## config.mk

```make
export PLATFORM = sky130hd
export DESIGN_NAME = cfpa_ctrl
export DESIGN_NICKNAME = d
export VERILOG_FILES = /design/src/sv/cfpa_pkg.sv /design/src/sv/cfpa_ctrl.sv
export SDC_FILE = /design/constraint.sdc
export NUM_CORES = 1
export LEC_CHECK = 0
export BUFFER_PORTS_ARGS = -buffer_cell sky130_fd_sc_hd__buf_2
export CELL_PAD_IN_SITES_DETAIL_PLACEMENT = 0
export CELL_PAD_IN_SITES_GLOBAL_PLACEMENT = 1
export CORE_MARGIN = 2
export CORE_UTILIZATION = 32
export DETAILED_ROUTE_END_ITERATION = 8
export PLACE_DENSITY_LB_ADDON = 0.15
export SYNTH_ARGS = -nofsm -noshare
export SYNTH_HDL_FRONTEND = slang
export SYNTH_SLANG_ARGS = --single-unit
```

## constraint.sdc

```tcl
create_clock -name i_clk -period 2.6 [get_ports i_clk]
set_input_delay 0.52 -clock i_clk [delete_from_list [all_inputs] [get_ports i_clk]]
set_output_delay 0.52 -clock i_clk [all_outputs]
set_load 0.005 [all_outputs]
```

## src/sv/cfpa_pkg.sv

```systemverilog
`timescale 1ns / 1ps

package cfpa_pkg;

    // Default table size and fixed field widths
    localparam int FRAME_COUNT_DEF = 256;
    localparam int LEN_W           = 21;
    localparam int ADDR_W          = 20;
    localparam int PID_W           = 8;
    localparam int ST_W            = 2;
    localparam int PAGES_W         = 10;
    localparam int PAGE_SHIFT      = 12;
    localparam logic [PAGE_SHIFT-1:0] PAGE_ROUND = 12'd4095;

    // Request codes
    localparam logic OP_ALLOC = 1'b0;
    localparam logic OP_FREE  = 1'b1;

    // Result codes
    localparam logic [ST_W-1:0] ST_OK        = 2'd0;
    localparam logic [ST_W-1:0] ST_NO_SPACE  = 2'd1;
    localparam logic [ST_W-1:0] ST_NOT_OWNER = 2'd2;
    localparam logic [ST_W-1:0] ST_BAD_ARG   = 2'd3;

    typedef struct packed {
        logic              opcode;
        logic [LEN_W-1:0]  length_bytes;
        logic [PID_W-1:0]  process_id;
        logic [ADDR_W-1:0] address;
        logic [PID_W-1:0]  requester_owner;
    } t_in_item;

    typedef struct packed {
        logic [ST_W-1:0]   status;
        logic [ADDR_W-1:0] block_address;
    } t_out_item;

    // Controller to datapath commands
    typedef struct packed {
        logic            load;
        logic            clear;
        logic            scan;
        logic            mark;
        logic            fissue;
        logic            rel;
        logic            res_load;
        logic [ST_W-1:0] res_status;
    } t_dp_cmd;

    // Datapath to controller status
    typedef struct packed {
        logic len_zero;
        logic frame_oob;
        logic op_free;
        logic clr_last;
        logic scan_hit;
        logic scan_miss;
        logic mark_last;
        logic owner_ok;
        logic rel_done;
    } t_dp_stat;

endpackage

```

## src/sv/cfpa_ctrl.sv

```systemverilog
`timescale 1ns / 1ps

module cfpa_ctrl (
    input  logic               i_clk,
    input  logic               i_rst_n,
    input  logic               i_in_valid,
    output logic               o_in_ready,
    output logic               o_out_valid,
    input  logic               i_out_ready,
    input  cfpa_pkg::t_dp_stat i_stat,
    output cfpa_pkg::t_dp_cmd  o_cmd
);

    localparam logic [3:0] S_CLEAR  = 4'd0;
    localparam logic [3:0] S_IDLE   = 4'd1;
    localparam logic [3:0] S_DECODE = 4'd2;
    localparam logic [3:0] S_SCAN   = 4'd3;
    localparam logic [3:0] S_MARK   = 4'd4;
    localparam logic [3:0] S_FISSUE = 4'd5;
    localparam logic [3:0] S_FCHK   = 4'd6;
    localparam logic [3:0] S_FREL   = 4'd7;
    localparam logic [3:0] S_DONE   = 4'd8;

    logic [3:0]               r_state;
    logic [3:0]               n_state;
    logic [cfpa_pkg::ST_W-1:0] r_code;
    logic [cfpa_pkg::ST_W-1:0] n_code;
    logic                     r_out_vld;
    logic                     n_out_vld;

    // Sequence one item through decode, search or release, then result
    always_comb begin
        n_state = r_state;
        n_code  = r_code;
        o_cmd   = '0;
        unique case (r_state)
            S_CLEAR: begin
                o_cmd.clear = 1'b1;
                if (i_stat.clr_last) begin
                    n_state = S_IDLE;
                end
            end
            S_IDLE: begin
                if (i_in_valid) begin
                    o_cmd.load = 1'b1;
                    n_state    = S_DECODE;
                end
            end
            S_DECODE: begin
                if (i_stat.op_free) begin
                    if (i_stat.frame_oob) begin
                        n_code  = cfpa_pkg::ST_BAD_ARG;
                        n_state = S_DONE;
                    end else begin
                        n_state = S_FISSUE;
                    end
                end else if (i_stat.len_zero) begin
                    n_code  = cfpa_pkg::ST_BAD_ARG;
                    n_state = S_DONE;
                end else begin
                    n_state = S_SCAN;
                end
            end
            S_SCAN: begin
                o_cmd.scan = 1'b1;
                if (i_stat.scan_hit) begin
                    n_state = S_MARK;
                end else if (i_stat.scan_miss) begin
                    n_code  = cfpa_pkg::ST_NO_SPACE;
                    n_state = S_DONE;
                end
            end
            S_MARK: begin
                o_cmd.mark = 1'b1;
                if (i_stat.mark_last) begin
                    n_code  = cfpa_pkg::ST_OK;
                    n_state = S_DONE;
                end
            end
            S_FISSUE: begin
                o_cmd.fissue = 1'b1;
                n_state      = S_FCHK;
            end
            S_FCHK: begin
                if (i_stat.owner_ok) begin
                    n_state = S_FREL;
                end else begin
                    n_code  = cfpa_pkg::ST_NOT_OWNER;
                    n_state = S_DONE;
                end
            end
            S_FREL: begin
                o_cmd.rel = 1'b1;
                if (i_stat.rel_done) begin
                    n_code  = cfpa_pkg::ST_OK;
                    n_state = S_DONE;
                end
            end
            S_DONE: begin
                if (!r_out_vld || i_out_ready) begin
                    o_cmd.res_load   = 1'b1;
                    o_cmd.res_status = r_code;
                    n_state          = S_IDLE;
                end
            end
            default: begin
                n_state = S_IDLE;
            end
        endcase
    end

    // Hold the result valid until taken
    assign n_out_vld = o_cmd.res_load ? 1'b1 : (i_out_ready ? 1'b0 : r_out_vld);

    always_ff @(posedge i_clk) begin
        if (!i_rst_n) begin
            r_state   <= S_CLEAR;
            r_code    <= cfpa_pkg::ST_OK;
            r_out_vld <= 1'b0;
        end else begin
            r_state   <= n_state;
            r_code    <= n_code;
            r_out_vld <= n_out_vld;
        end
    end

    assign o_in_ready  = (r_state == S_IDLE);
    assign o_out_valid = r_out_vld;

endmodule

```

* Word-level counts from Yosys, hierarchy flattened
Index checks and enable logic that the tools add are counted.
** Word-level totals
- Logic and storage cells :: 61
- Input bits :: 13
- Flip-flop bits (word level) :: 7
- Output and inout port bits :: 11
** Cells by class
- Reduce and logical (&&, ||, !) cells :: 7
- Muxes and demuxes :: 32
- Equal/unequal tests :: 19
** Operators by type and width (number)
- 4-bit two-way mux :: 11
- 4-bit case mux with 9 select lines :: 1
- 4-bit by 3-bit equality test with 1-bit output, second input constant :: 4
- 2-bit two-way mux :: 8
- 2-bit inequality test, second input constant :: 8
- 2-bit case mux with 5 select lines :: 1
- 1-bit two-way mux :: 9
- 3-bit inequality test, second input constant :: 3
- 4-bit by 2-bit equality test with 1-bit output, second input constant :: 2
- 8-bit AND reduction :: 1
- 3-bit two-way mux :: 2
- 6-bit AND reduction :: 1
- 5-bit nonzero test :: 1
- 4-bit by 1-bit equality test with 1-bit output, second input constant :: 1
- 4-bit equality test, second input constant :: 1
- 4-bit logical NOT :: 1
- 2-bit nonzero test :: 1
- 1-bit logical NOT :: 1
- 1-bit logical OR :: 1

* Logic depth before layout (Yosys ltp)
- Depth in word-level cells :: 5
- Depth in mapped cells :: 6
- Gate-level depth less buffers :: 4

* Least setup slack after synthesis
Ideal clock, no wire load.
- Path type :: register to output
- From :: register r_state[3]
- To :: output o_cmd[0] (netlist bit)
- Slack :: 618 ps
- Data arrival time :: 1462 ps
- Cell stages (with the launch flop) :: 4
- Buffers on the path :: 1
- Required time :: 2080 ps
- Cells stage by stage :: dfxtp_1 clkbuf_1 or4b_2 nor3_1
** RTL lines
- start: declaration :: RTL line cfpa_ctrl.sv:24 : logic [3:0] r_state;
- start signal: assignment :: RTL line cfpa_ctrl.sv:121 : r_state <= n_state;
- end: declaration :: RTL line cfpa_ctrl.sv:11 : output cfpa_pkg::t_dp_cmd o_cmd

==> impl_metrics.tcl <==
set metrics [dict create \
    netlist_instances 77 \
    first_pass_iters 4 \
    max_freq_ghz 0.433 \
    drt_iter0_drc 10 \
    place_ws_ps 567 \
    leakagePower_nw 0.329 \
    cp_max_fo 17 \
    rsz0062_at_grt "no" \
    r2r-start "r_state[2]" \
    clk_latency_ps 260 \
    cts_buffers 3 \
    synthesis.nets 90 \
    ys_types 37 \
    cts_resized 0 \
    ys_warn_count 0 \
    clk_pin_slew_ps 60 \
    synthArstFlopShare 0 \
    antenna_cells 0 \
    fin_cells 125 \
    vdd_drop_max_mv 0.551 \
    tns_ps 0 \
    cts_sinks 7 \
    avgSynthCellArea_um2 7.80 \
    worstSetupStartpointType "flip-flop" \
    hold_violations 0 \
    row_count 15 \
    cts_buffer_depth 2 \
    cp-end-kind "primary output" \
    fillers 184 \
    die_area_um2 2240 \
    slew_violations 0 \
    finClkSkew_ps 6.67 \
    cp_data_arrival_time_ps 1790 \
    clockRootBuffer "clkbuf_4" \
    synth-edff-count 0 \
    h-tree-depth 1 \
    vias 657 \
    hold_path.class "reg2reg" \
    netlist_area_um2 601 \
    path_class "reg2out" \
    fin_crit_ps 2310 \
    dpl.cell_count 121 \
    antenna_found_initial 0 \
    grt.total_usage 0.160 \
    design.portCount 24 \
    port_buffers 23 \
    postRouteAntennaNets 0 \
    post-route-period-util 0.887 \
    worstPathRequired_ps 2080 \
    hpwl_um 1170 \
    core_um2 1750 \
    drc_errors 0 \
    gp_congestion 0.713 \
    cts_hold_buf 0 \
    routed_wl_um 1560 \
    drive_above_1_share 0.300 \
    die_h_um 47.3 \
    viasPerCell 5.26 \
    nNetsFinal 114 \
    first_global_vias 583 \
    status "finished, final reports clean" \
    min_from "r_code[0]" \
    start_util 0.344 \
    relSlewSlack 0.656 \
    finalSetupViolations 0 \
    synthToLayoutAreaGrowth_pct 25.6 \
    wl_per_cell_um 12.4 \
    power-per-cell-area_nw_per_um2 915 \
    overflow 0 \
    ys_seq_elements 7 \
    synth_ff_type "dfxtp_1" \
    ys_seq_area_frac 0.233 \
    cts_tree "yes" \
    grt_max_degree 18 \
    critical_path.startpoint "r_state[2]" \
    max_slew.worst_pin.slew_ps 515 \
    grt_pass1_wl_um 2490 \
    post-cts-setup-buffers 0 \
    setup_ws_ps 293 \
    maxCapViolations 0 \
    utilization 0.432 \
    die_width_um 47.3 \
    power_mw 0.690 \
]
## worst max-delay path, cell delays in order (launching register included)
cell	delay, ps
dfxtp_1	470
or4b_2	730
nor3_1	190
buf_2	140
## stage by stage
step / instance area, um2 / hold slack, ps
final: 754 / 500
after global routing: 754 / 533
after CTS: 754 / 501
after detailed placement: 728 / 492
after global placement: 728 / 489
after floorplan: 601 / 450
## final timing paths
| check | end | slack [ps] | cells after the start |
|---|---|---|---|
| max reg2reg | r_code[1] | 670 | 4 |
| min | r_code[0] | 500 | 2 |
| min reg2reg | r_code[0] | 500 | 2 |
| max | o_cmd[0] | 290 | 3 |
## flip-flops by register name, summed over array words and instances, names as in the netlist
signal	cells
o_out_valid	1
r_state	4
r_code	2
## final cells by class
class                   count  area, um2  area share
multi-input cells          59        404       0.536
flip-flops and latches      7        140       0.186
repair buffers             26        138       0.182
well taps                  25       31.3      0.0415
clock buffers               4       26.3      0.0348
inverters                   4       15.0      0.0199
## cells in the final DEF, fill, tap and decap left out, drive strengths merged, types with 2 or more instances in the layout
master and n:
a221oi 2, or3 2, nor2b 3, nor3 4, a21oi 3, inv 4
clkbuf 4, nor4 3, nor2 8, nand3b 2, nand2b 4, nand2 4
or4b 2, buf 26, a2111o 2, dfxtp 7, a311oi 2
## power breakdown
| group | leakage (nW) | internal, mW | switching, mW |
|---|---|---|---|
| sequential | 0.0572 | 0.145 | 0.0522 |
| combinational | 0.257 | 0.189 | 0.202 |
| clock | 0.0150 | 0.0588 | 0.0439 |
## synth_stat cells (2+ instances only)
master	instances	share of area
clkbuf_1	4	0.025
nand2_1	4	0.025
inv_1	4	0.025
a21oi_1	3	0.025
nor2_1	8	0.050
dfxtp_1	7	0.23
nor2b_1	3	0.031
nand2b_1	4	0.042
buf_4	2	0.025
nor4_1	3	0.031
or3_1	2	0.021
a2111o_1	2	0.037
a221oi_1	2	0.029
nand3b_1	2	0.025
nor3_1	4	0.033
a311oi_1	2	0.029
## cells by family after synthesis
family                 share of synthesized area
buffers and inverters                     0.0937
muxes                                     0.0354
and+or+nand+nor                            0.383
AOI/OAI and AO/OA                          0.254
DFF                                        0.233
## routing by layer
metal / up-vias / share of wire / routed length [um] / GRT usage
met5: - / 0 / 0 / 0
met4: 0 / 0.0039 / 6 / 0.0500
met3: 2 / 0.059 / 91 / 0.0577
met2: 18 / 0.47 / 724 / 0.268
met1: 298 / 0.47 / 733 / 0.190
li1: 339 / - / - / -
No activity file was read; power rests on OpenSTA's default activity.
